$ cat src/rtl/bce_pkg.sv
// shared constants, codes and types of the bezier curve evaluator
package bce_pkg;

  localparam int MAX_POINTS_DEF  = 64;
  localparam int T_FRAC_BITS_DEF = 16;

  localparam int COORD_W = 32;
  localparam int IDX_W   = 6;
  localparam int T_W     = 17;
  localparam int COUNT_W = 7;

  localparam logic [COUNT_W-1:0] COUNT_RESET = 7'd1;
  localparam logic [COORD_W-1:0] SIGN_FLIP   = 32'h8000_0000;

  localparam logic OP_LOAD = 1'b0;
  localparam logic OP_EVAL = 1'b1;

  typedef enum logic [2:0] {
    SEQ_IDLE,
    SEQ_READ,
    SEQ_DRAIN,
    SEQ_FINAL,
    SEQ_FWAIT
  } seq_state_t;

  typedef struct packed {
    logic rd_en;
    logic rd_src_ctrl;
  } lane_ctl_t;

endpackage

$ cat src/rtl/bce_seq.sv
// level and index sequencer shared by the three lanes
module bce_seq #(
  parameter int MAX_POINTS  = bce_pkg::MAX_POINTS_DEF,
  parameter int T_FRAC_BITS = bce_pkg::T_FRAC_BITS_DEF
) (
  input  logic                          clk,
  input  logic                          rst_n,
  input  logic                          eval_start,
  input  logic [bce_pkg::T_W-1:0]       t_param,
  input  logic [bce_pkg::COUNT_W-1:0]   point_count,
  input  logic                          out_free,
  output logic                          idle,
  output bce_pkg::lane_ctl_t            ctl,
  output logic [$clog2(MAX_POINTS)-1:0] rd_addr,
  output logic [T_FRAC_BITS:0]          coef_a,
  output logic [T_FRAC_BITS:0]          coef_b,
  output logic                          out_load,
  output logic                          out_zero
);
  localparam int AW = $clog2(MAX_POINTS);
  localparam int CW = $clog2(MAX_POINTS + 1);
  localparam int TW = T_FRAC_BITS + 1;
  localparam logic [TW-1:0] ONE = TW'(1) << T_FRAC_BITS;

  bce_pkg::seq_state_t state_r, state_nxt;
  logic [AW-1:0] level_r, level_nxt, top_r, top_nxt, addr_r, addr_nxt;
  logic [1:0]    drain_r, drain_nxt;
  logic [TW-1:0] t_r, t_nxt;
  logic          zero_r, zero_nxt, single_r, single_nxt;
  logic [CW-1:0] cnt;
  logic [TW-1:0] t_sat;

  assign cnt   = (32'(point_count) > MAX_POINTS) ? CW'(MAX_POINTS) : CW'(point_count);
  assign t_sat = (32'(t_param) > (32'(1) << T_FRAC_BITS)) ? ONE : TW'(t_param);

  assign coef_a = t_r;
  assign coef_b = ONE - t_r;
  assign out_zero = zero_r;

  always_ff @(posedge clk) begin
    if (!rst_n) begin
      state_r <= bce_pkg::SEQ_IDLE;
    end else begin
      state_r <= state_nxt;
    end
  end

  always_ff @(posedge clk) begin
    level_r  <= level_nxt;
    top_r    <= top_nxt;
    addr_r   <= addr_nxt;
    drain_r  <= drain_nxt;
    t_r      <= t_nxt;
    zero_r   <= zero_nxt;
    single_r <= single_nxt;
  end

  always_comb begin
    state_nxt       = state_r;
    level_nxt       = level_r;
    top_nxt         = top_r;
    addr_nxt        = addr_r;
    drain_nxt       = drain_r;
    t_nxt           = t_r;
    zero_nxt        = zero_r;
    single_nxt      = single_r;
    idle            = 1'b0;
    ctl.rd_en       = 1'b0;
    ctl.rd_src_ctrl = 1'b0;
    rd_addr         = addr_r;
    out_load        = 1'b0;
    case (state_r)
      bce_pkg::SEQ_IDLE: begin
        idle = 1'b1;
        if (eval_start) begin
          t_nxt      = t_sat;
          zero_nxt   = (cnt == '0);
          single_nxt = (cnt == CW'(1));
          level_nxt  = AW'(cnt - 1'b1);
          top_nxt    = AW'(cnt - 1'b1);
          addr_nxt   = '0;
          if (cnt == '0) begin
            state_nxt = bce_pkg::SEQ_FWAIT;
          end else if (cnt == CW'(1)) begin
            state_nxt = bce_pkg::SEQ_FINAL;
          end else begin
            state_nxt = bce_pkg::SEQ_READ;
          end
        end
      end
      bce_pkg::SEQ_READ: begin
        // the first level reads the point store, later ones the work store
        ctl.rd_en       = 1'b1;
        ctl.rd_src_ctrl = (level_r == top_r);
        addr_nxt        = addr_r + 1'b1;
        if (addr_r == level_r) begin
          drain_nxt = '0;
          state_nxt = bce_pkg::SEQ_DRAIN;
        end
      end
      bce_pkg::SEQ_DRAIN: begin
        // let the last write of the level land before the next one reads
        drain_nxt = drain_r + 1'b1;
        if (drain_r == 2'd2) begin
          addr_nxt = '0;
          if (level_r == AW'(1)) begin
            state_nxt = bce_pkg::SEQ_FINAL;
          end else begin
            level_nxt = level_r - 1'b1;
            state_nxt = bce_pkg::SEQ_READ;
          end
        end
      end
      bce_pkg::SEQ_FINAL: begin
        ctl.rd_en       = 1'b1;
        ctl.rd_src_ctrl = single_r;
        rd_addr         = '0;
        state_nxt       = bce_pkg::SEQ_FWAIT;
      end
      bce_pkg::SEQ_FWAIT: begin
        if (out_free) begin
          out_load  = 1'b1;
          state_nxt = bce_pkg::SEQ_IDLE;
        end
      end
      default: begin
        state_nxt = bce_pkg::SEQ_IDLE;
      end
    endcase
  end

endmodule

$ cat config.mk
export PLATFORM = sky130hd
export DESIGN_NAME = bce_seq
export DESIGN_NICKNAME = d
export VERILOG_FILES = /design/src/rtl/bce_pkg.sv /design/src/rtl/bce_seq.sv
export SDC_FILE = /design/constraint.sdc
export NUM_CORES = 1
export LEC_CHECK = 0
export BUFFER_PORTS_ARGS = -buffer_cell sky130_fd_sc_hd__buf_4
export CORE_UTILIZATION = 40
export DETAILED_ROUTE_END_ITERATION = 6
export SLEW_MARGIN = 40
export SYNTH_ARGS = -nofsm -noshare
export SYNTH_HDL_FRONTEND = slang
export SYNTH_SLANG_ARGS = --single-unit
$ cat constraint.sdc
create_clock -name clk -period 1.93 [get_ports clk]
set_input_delay 0.386 -clock clk [delete_from_list [all_inputs] [get_ports clk]]
set_output_delay 0.386 -clock clk [all_outputs]
set_load 0.01 [all_outputs]
==> impl_results.md, run 1 <==
- Switching Share: 30.84%
- Final worst-path setup slack: -234.2 ps
- Sequential area share after synthesis: 49.03%
- Global-route wire length before repair: between 8000 and 9000 um
- R2R setup slack: 150 ps
- Peak supply drop: 386.0 uV
- Skew final: 3.562 ps
- Gr usage total: 18.36%
- CP max FO: 6
- Max-Cap Viols: 0
- Share of cells above drive strength 1: 40.17%
- Layout Cells excl Fill: 426
- Final instance area: 0.003612 sq mm
- Commonest cells after routing, fill and taps aside: 106 x buf_4, 39 x edfxtp_1, 20 x nor2b_1, 20 x nor2_1, 20 x xor2_1
- Worst hold path type: primary input to flip-flop
- RD Place Congestion: 0.7943
- Yosys warning count: 0
- Hpwl dp: 4467 um
- Logic gate share of total power: 32.8%
- Outcome: finished with violations
- Starting Density: a little over two fifths
- Vias: 2137
- PD cells: 736.6 mW/mm^2
- Final period utilization: 112.1%
- Slew Limit Fails: 0
- Cell Int Power: 0.001840 W
- Diodes inserted: 0
- CTS root buffer: clkbuf_8
- Leakage: between 1 and 1.5 nW
- Layout filler cell count: 536
- Initial antenna violation count: 0
- Hold WS: around 310 ps
- Pre-CTS WS: -57.24 ps
- Final hold violations: 0
- Tmin final: 2164 ps
- Total wire length: 5833 um
- DR vias/cell: 5.016
- Drt initial violations: 59
- Mapped Area: 0.002511 sq mm
- Placed Area: 0.003363 sq mm
- Worst-path clk slew: 80 ps
- Clk Latency, worst-skew pair: just under 300 ps
- Slew at the pin closest to its max-slew limit: about 380 ps
- Synth Instances: 241
- Cts bufs inserted: 5
- Die Width: slightly above 80 um
- Yosys cell types: 45
- DRC: 0
- CP Data Arrival Time: 1780 ps
- CP max stage cell: edfxtp_1
- Clock power frac: 20.7%
- Async set-reset flop share out of synthesis: 0%
- Final setup fails: 12
- Max incr delay on CP: 430 ps
- Crit path launch type: flip-flop
- Final #Nets: 385
- Net switching power: 0.0008206 W
- # rows: 28
- Seq pwr share: 46.5%
- Overall die height: approximately 80 um
- RSZ-0062 raised after global routing: yes
- Worst rel slew slack: 74.41%
- CP Class: flip-flop to primary output
- CP required: 1540 ps
- Die area: 0.006599 sq mm
- Syn-to-layout area delta: 43.85%
- Vias in the first global route: 1924
- Most common cell after layout, fill and taps aside: buf_4
- CP Buf/Inv Count: 3
- EDFF count, synth: 39
- Detailed Routing Iterations Pass 1: 4
- Dominant synthesized flop cell: edfxtp_1
- Crit path max-delay family: buffers and inverters
- Final ANT Viol Nets: 0
- Max clock buf depth: 2
- Fmax: 462.1 MHz
- H-tree depth: 2
- Syn_area_per_cell: between 10 and 15 sq um
- Port Buffers: 72
- Hold Buf Count CTS: 0
- Crit. End Element: primary output
- Placed Cells incl. Taps: a little over 400
- Syn Nets: 276
- Failing checks: negative setup slack
- Clock sinks: 42
- Per-cell routed wire length: roughly 14 um
- Top-level port count: 73
- Pin count of the biggest net entering global routing: 26
- Core area: 0.005991 sq mm
- Cell Chain, Critical Path: nor4_4, buf_6, nand3_2, buf_4, xor2_1, buf_4
- CTS tree: done
- Flops & latches, synth: 42
- Critical Path Most Common Cell: buf_4
- GR Overflow Total: 0
[through the flow]
| step | power (W) | util, % | TNS, ps |
|---|---|---|---|
| after global placement | 0.002075 | 56.14 | -31.11 |
| after CTS | 0.002660 | 58.96 | -1875 |
| after floorplan | 0.001657 | - | 0 |
| after detailed placement | 0.002083 | 56.14 | -194.0 |
| final | 0.002661 | 60.30 | -2031 |
| after global routing | 0.002818 | 60.30 | -2991 |
[timing repair]
action / 4_1_cts / 5_1_grt
gates resized for setup: 13 / 14
buffers inserted: 3 / 2
setup endpoints to repair: 12 / 21
pin swaps: 6 / 4
[Yosys cell counts, drive strengths merged (4+ instances only)]
library cell | number | area (sq um)
edfxtp | 39 | 1171
nor2 | 23 | 86.33
nor2b | 21 | 131.4
xor2 | 20 | 175.2
nand2 | 18 | 67.56
xnor2 | 17 | 148.9
inv | 13 | 48.80
nor3 | 11 | 55.05
and2 | 8 | 50.05
ha | 7 | 87.58
nor4 | 7 | 65.06
a21oi | 6 | 30.03
nand3 | 6 | 35.03
o21ai | 5 | 25.02
clkbuf | 4 | 16.26
[power by group through the flow]
stage / logic, W / clock network, W / registers (W)
2_1_floorplan: 0.000392 / 0 / 0.00126
3_3_place_gp: 0.000824 / 0 / 0.00125
3_5_place_dp: 0.000829 / 0 / 0.00125
4_1_cts: 0.000858 / 0.000571 / 0.00123
5_1_grt: 0.000962 / 0.000604 / 0.00125
6_report: 0.000872 / 0.000551 / 0.00124
[worst reg2reg max path: cells and delay by family, from the launching register on]
family	cells	cell delay [ps]
flip-flops	1	430
AND/OR/NAND/NOR	2	350
AO/OA/AOI/OAI	1	210
XOR/XNOR	1	140
buffers and inverters	2	350
[cell type report]
| class | instances | area, sq um | share of cell area [%] |
|---|---|---|---|
| clock inverter | 3 | 16.27 | 0.4503 |
| multi-input combinational | 179 | 1314 | 36.37 |
| clock buffer | 5 | 68.82 | 1.905 |
| sequential | 42 | 1232 | 34.12 |
| tap | 75 | 93.84 | 2.598 |
| inverter | 13 | 48.80 | 1.351 |
| timing repair buffer | 109 | 838.3 | 23.21 |
[registers in the layout (all words and copies together), names as in the netlist]
register and flops:
addr_r 6, coef_a 17, drain_r 2, level_r 6
out_zero 1, single_r 1, state_r 3, top_r 6
[final timing paths]
kind | startpoint | to | cells past startpoint
max | coef_a[4] | coef_b[9] | 6
min | rst_n | state_r[2] | 2
max reg2reg | level_r[1] | drain_r[1] | 6
min reg2reg | drain_r[0] | drain_r[0] | 1
[kinds of logic (layout without fill, tap and decap cells)]
kind of cell               Yosys count  count (layout)  share of synthesized area, %
and+or+nand+nor                    109             109                         24.12
DFF                                 42              42                         49.03
xor gates and xnor gates            37              37                         12.90
AOI/OAI and AO/OA                   24              24                         6.179
buffers and inverters               20             130                         3.388
adders and majority gates            7               7                         3.488
muxes                                2               2                        0.8968
[metal layers]
metal / vias to the layer above / global-route usage (%) / share of wire [%]
li1: 1065 / - / -
met1: 991 / 21.30 / 42
met2: 74 / 33.78 / 51
met3: 7 / 3.483 / 6.0
met4: 0 / 5.714 / 1.5
met5: - / 0 / 0
No activity file was read; power rests on OpenSTA's default activity.
==> run 2, diff against run 1 <==
SETUP_SLACK_MARGIN = 0.3   (was not set)
==> run 2 against run 1 <==
- the flow still finishes with violations (negative setup slack)
- die area is the same
- register-to-register slack better by 30 ps
- via count fell by 0.47%
- utilization grew 4.2 points
- non-clock buffer count is 5 higher
- highest routed layer unchanged
- maximum frequency rose by 2.7%
- sequential share of layout area is 2.0 points lower
- first-iteration DRC count decreased by 27%
- sequential power about the same
- combinational power is 13% higher
- critical path depth is the same
==> impl_results.md, run 2 (same netlist as run 1, synthesis figures left out) <==
- Outcome: finished with violations
- Failing checks: negative setup slack
- Placed Cells incl. Taps: 407 (-1.5%)
- Die Width: 81.24 um (unchanged)
- Clock power frac: 19.2% (-1.5 points)
- Final hold violations: 0 (unchanged)
- Port Buffers: 72 (unchanged)
- PD cells: 717.3 mW/mm^2 (-2.6%)
- Final ANT Viol Nets: 0 (unchanged)
- Max reg flops: 17 (unchanged)
- Switching Share: 30.64% (-0.20 points)
- Detailed Routing Iterations Pass 1: 4 (unchanged)
- CP Data Arrival Time: 1720 ps (-60 ps)
- H-tree depth: 2 (unchanged)
- Crit path launch type: flip-flop
- CP max FO: 5 (-1)
- Min-Delay Endpoint: state_r[2]
- Slew at the pin closest to its max-slew limit: 402.6 ps (+21.71 ps)
- Tmin final: 2107 ps (-56.83 ps)
- Overall die height: 81.24 um (unchanged)
- Crit. End Element: primary output
- DRC: 0 (unchanged)
- Pin count of the biggest net entering global routing: 26 (unchanged)
- Drt initial violations: 43 (-27%)
- Layout filler cell count: 515 (-3.9%)
- Core area: 0.005991 sq mm (unchanged)
- Final setup fails: 13 (+1)
- DR vias/cell: 4.935 (-1.6%)
- R2R setup slack: 180 ps (+30 ps)
- Gr usage total: 17.57% (-0.78 points)
- Syn-to-layout area delta: 53.91%
- Fmax: 474.5 MHz (+2.7%)
- Final worst-path setup slack: -177.3 ps (+56.84 ps)
- Final instance area: 0.003865 sq mm (+7.0%)
- Die area: 0.006599 sq mm (unchanged)
- Max clock buf depth: 2 (unchanged)
- Top-level port count: 73 (unchanged)
- Vias in the first global route: 1961 (+1.9%)
- Global-route wire length before repair: 8783 um (-1.7%)
- Setup crit start: coef_a[4]
- Max-Cap Viols: 0 (unchanged)
- Worst rel slew slack: 72.87% (-1.5 points)
- RSZ-0062 raised after global routing: yes
- Clock sinks: 42 (unchanged)
- Final period utilization: 109.2% (-2.9 points)
- Final #Nets: 390 (+1.3%)
- R2R Path Start: level_r[5]
- Logic gate share of total power: 35.7% (+2.9 points)
- Skew final: 6.728 ps (+3.166 ps)
- Sequential Area: 0.001240 sq mm (+0.61%)
- CP Class: flip-flop to primary output
- CTS tree: done
- Hold path cells: 2 (unchanged)
- Hold_sp: rst_n
- Worst-path clk slew: 80 ps (about the same)
- Overall Power: 0.002772 W (+4.2%)
- Per-cell routed wire length: 13.36 um (-2.4%)
- Leakage: 1.572 nW (+6.8%)
- Placed Area: 0.003387 sq mm (+0.71%)
- Diodes inserted: 0 (unchanged)
- Commonest cells after routing, fill and taps aside: 100 x buf_4, 39 x edfxtp_1, 19 x nor2b_1
- Cts bufs inserted: 5 (unchanged)
- Clk Latency, worst-skew pair: 290 ps (about the same)
- Hold Buf Count CTS: 0 (unchanged)
- Multi-input gate area: 0.001493 sq mm (+14%)
- Seq pwr share: 45.1% (-1.4 points)
- Layout Cells excl Fill: 431 (+1.2%)
- Most common cell after layout, fill and taps aside: buf_4
- CP required: 1540 ps (about the same)
- GR Overflow Total: 0 (unchanged)
- Hpwl dp: 4355 um (-2.5%)
- Cell Int Power: 0.001923 W (+4.5%)
- Slew Limit Fails: 0 (unchanged)
- Starting Density: 41.92% (unchanged)
- Share of cells above drive strength 1: 49.16% (+9.0 points)
- Peak supply drop: 339.2 uV (-12%)
- RD Place Congestion: 0.7890 (-0.67%)
- # rows: 28 (unchanged)
- Net switching power: 0.0008496 W (+3.5%)
- Total wire length: 5760 um (-1.3%)
- Util after Layout: 64.52% (+4.2 points)
- CTS root buffer: clkbuf_8
- Initial antenna violation count: 0 (unchanged)
- Worst r2r path cells: 6 (unchanged)
- Worst hold path type: primary input to flip-flop
- Vias: 2127 (-0.47%)
- RR Endpoint: drain_r[0]
-- run 2: critical path: stages, from the launching register on --
cell,delay [ps]
edfxtp_1,430
nor4_4,300
buf_6,160
nand3_4,80
nor4_2,170
xor2_1,160
buf_4,130
-- run 2: what timing repair did --
action | in CTS | in global routing
gates resized for setup | 34 | 33
cloned | 0 | 0
pin swaps | 10 | 12
endpoints found under the setup margin | 34 | 35
setup buffers | 10 | 6
-- run 2: area by class of cell --
class / instances / share of cell area (%)
inverters: 13 / 1.263
flip-flops and latches: 42 / 32.08
well taps: 75 / 2.428
clock inverters: 2 / 0.2266
multi-input cells: 179 / 38.62
clock buffers: 6 / 1.878
repair buffers: 114 / 23.50
-- run 2: worst max-delay path by stage --
stage,to,slack [ps],cells past startpoint
after floorplan,coef_b[16],70,4
after global placement,coef_b[15],30,5
after detailed placement,coef_b[11],-3,5
after CTS,coef_b[16],-180,6
after global routing,coef_b[15],-270,6
final,coef_b[16],-180,6
-- run 2: metrics by stage --
stage                     setup TNS (ps)  hold slack [ps]  worst slack (ps)
after floorplan                        0            502.9             71.95
after detailed placement          -2.834            555.1            -2.834
after global placement                 0            541.3             32.18
after global routing               -2582            312.1            -270.1
final                              -1392            318.2            -177.3
after CTS                          -1484            309.0            -184.9
-- run 2: per-layer routing --
layer	routed length (um)	GRT usage (%)
met1	2415	19.93
met2	2988	33.45
met3	317	3.258
met4	39	4.464
met5	0	0
-- run 2: power by group through the flow --
stage               registers (W)  logic (W)  clock network [W]
global placement          0.00125   0.000809                  0
global route              0.00127    0.00108           0.000570
finish                    0.00125   0.000989           0.000533
detailed placement        0.00126   0.000812                  0
floorplan                 0.00127   0.000404                  0
CTS                       0.00124   0.000896           0.000546
==> run 3, diff against run 2 <==
--- a/constraint.sdc
+++ b/constraint.sdc
@@ -3,2 +3,2 @@
 set_output_delay 0.386 -clock clk [all_outputs]
-set_load 0.01 [all_outputs]
+set_load 0.1 [all_outputs]
==> run 3 against run 2 <==
- the run still ends with negative setup slack left
- utilization grew 12 points
- global-route usage grew 3.2 points
- via count grew 5.6%
- cell area grew 18%
- maximum frequency shrank 12%
- final cell count grew 3.9%
- clock power grew 31%
- combinational power grew 120%
- total power grew 49%
- clock-buffer cell count is the same
==> impl_results.md, run 3 (same netlist as run 1, synthesis figures left out) <==
- Tmin final: 2384 ps (+276.5 ps)
- Initial antenna violation count: 0 (unchanged)
- Cell Chain, Critical Path: nor4_4, nand3_2, nor4_4, xor2_4, buf_12
- Syn-to-layout area delta: 82.31%
- Max-Cap Viols: 0 (unchanged)
- Crit. End Element: primary output
- Placed Area: 0.003785 sq mm (+12%)
- Starting Density: 41.92% (unchanged)
- Share of cells above drive strength 1: 55.76% (+6.6 points)
- Hpwl dp: 4737 um (+8.8%)
- Pin count of the biggest net entering global routing: 26 (unchanged)
- Total wire length: 6680 um (+16%)
- # rows: 28 (unchanged)
- Gr usage total: 20.79% (+3.2 points)
- Worst-path clk slew: 80 ps (about the same)
- Crit path launch type: flip-flop
- Layout filler cell count: 395 (-23%)
- PD cells: 900.0 mW/mm^2 (+25%)
- GR Overflow Total: 0 (unchanged)
- Outcome: finished with violations
- Final setup fails: 14 (+1)
- Worst hold path type: primary input to flip-flop
- Per-cell routed wire length: 14.91 um (+12%)
- Leakage: 1.856 nW (+18%)
- Critical Path Most Common Cell: nor4_4
- Failing checks: negative setup slack
- Vias in the first global route: 2068 (+5.5%)
- Max incr delay on CP: 430 ps (about the same)
- Final instance area: 0.004578 sq mm (+18%)
- Core area: 0.005991 sq mm (unchanged)
- Diodes inserted: 0 (unchanged)
- CP max stage cell: edfxtp_1
- Final #Nets: 407 (+4.4%)
- Peak supply drop: 770.0 uV (+130%)
- CTS tree: done
- H-tree depth: 2 (unchanged)
- RSZ-0062 raised after global routing: yes
- Slew Limit Fails: 0 (unchanged)
- Global-route wire length before repair: 10070 um (+15%)
- Detailed Routing Iterations Pass 1: 4 (unchanged)
- Commonest cells after routing, fill and taps aside: 89 x buf_4, 39 x edfxtp_1, 23 x buf_12
- Die area: 0.006599 sq mm (unchanged)
- Port Buffers: 72 (unchanged)
- CTS root buffer: clkbuf_8
- Worst rel slew slack: 65.28% (-7.6 points)
- Final period utilization: 123.5% (+14 points)
- Hold WS: 316.1 ps (-2.098 ps)
- Setup crit start: coef_a[4]
- Util after Layout: 76.42% (+12 points)
- Die Width: 81.24 um (unchanged)
- Hold_sp: rst_n
- Final worst-path setup slack: -453.8 ps (-276.5 ps)
- Final ANT Viol Nets: 0 (unchanged)
- Cts bufs inserted: 5 (unchanged)
- DRC: 0 (unchanged)
- Slew at the pin closest to its max-slew limit: 515.4 ps (+112.7 ps)
- Overall die height: 81.24 um (unchanged)
- CP Data Arrival Time: 2000 ps (+280 ps)
- CP max FO: 4 (-1)
- Pre-CTS WS: -254.1 ps (-251.2 ps)
- RD Place Congestion: 0.7779 (-1.4%)
- Most common cell after layout, fill and taps aside: buf_4
- Clock sinks: 42 (unchanged)
- CP required: 1540 ps (about the same)
- Max reg flops: 17 (unchanged)
- Max clock buf depth: 2 (unchanged)
- Setup_tns: -4595 ps (-3203 ps)
- Skew final: 5.498 ps (-1.230 ps)
- Final hold violations: 0 (unchanged)
- Drt initial violations: 84 (+95%)
- Vias: 2247 (+5.6%)
- R2R setup slack: 200 ps (+20 ps)
- R2R Path Start: level_r[5]
- Clk Latency, worst-skew pair: 290 ps (about the same)
- DR vias/cell: 5.016 (+1.6%)
- Top-level port count: 73 (unchanged)
- Fmax: 419.5 MHz (-12%)
- CP Class: flip-flop to primary output
## run 3: changes by cell type in the layout (fill, tap and decap cells not counted), moves of 3 or more
cell	previous run	this run
nand2_1	17	13
xnor2_1	12	8
nand2_4	1	4
buf_12	0	23
buf_4	100	89
xnor2_2	5	2
buf_6	14	17
xor2_2	5	2
xnor2_4	0	7
xor2_4	0	6
xor2_1	15	12
## run 3: area by class of cell
| cell class | count | area (sq um) | area share [%] |
|---|---|---|---|
| Clock inverter | 2 | 37.54 | 0.8199 |
| Inverter | 13 | 51.30 | 1.121 |
| Tap cell | 75 | 93.84 | 2.050 |
| Multi-Input combinational cell | 179 | 1730 | 37.80 |
| Timing Repair Buffer | 131 | 1350 | 29.49 |
| Clock buffer | 6 | 72.57 | 1.585 |
| Sequential cell | 42 | 1242 | 27.14 |
## run 3: critical path, delay by kind of cell, from the launching register on
kind	cells	cell delay (ps)
flops	1	430
simple gates	3	880
buf+inv	1	190
xor+xnor	1	190
## run 3: worst paths after layout
kind,end,depth (start not counted)
hold reg to reg,drain_r[0],1
hold / removal,state_r[2],2
setup / recovery,coef_b[16],5
setup reg to reg,drain_r[1],6
## run 3: stage by stage
step | total power (W) | std cells
2_1_floorplan | 0.002630 | 241
3_3_place_gp | 0.003040 | 421
3_5_place_dp | 0.003053 | 421
4_1_cts | 0.004037 | 442
5_1_grt | 0.004277 | 448
6_report | 0.004120 | 448
## run 3: per-layer routing
metal | track usage, % | up-vias | share of wire (%)
met5 | 0 | - | 0
met4 | 4.821 | 0 | 1.1
met3 | 3.034 | 7 | 5.2
met2 | 33.78 | 65 | 50
met1 | 29.21 | 1066 | 44
li1 | - | 1109 | -
## run 3: power breakdown
group / switching, W / internal (W) / leakage [nW]
logic: 0.00139 / 0.000798 / 1.40
registers: 0.0000980 / 0.00114 / 0.405
clock network: 0.000311 / 0.000386 / 0.0514
total: 0.00180 / 0.00232 / 1.86
## run 3: what timing repair did
item                                    in CTS  in global routing
pin swaps                                    8                  6
resized for setup                          100                 29
buffers inserted                            13                  6
hold buffers                                 0                  0
endpoints found under the setup margin      34                 39
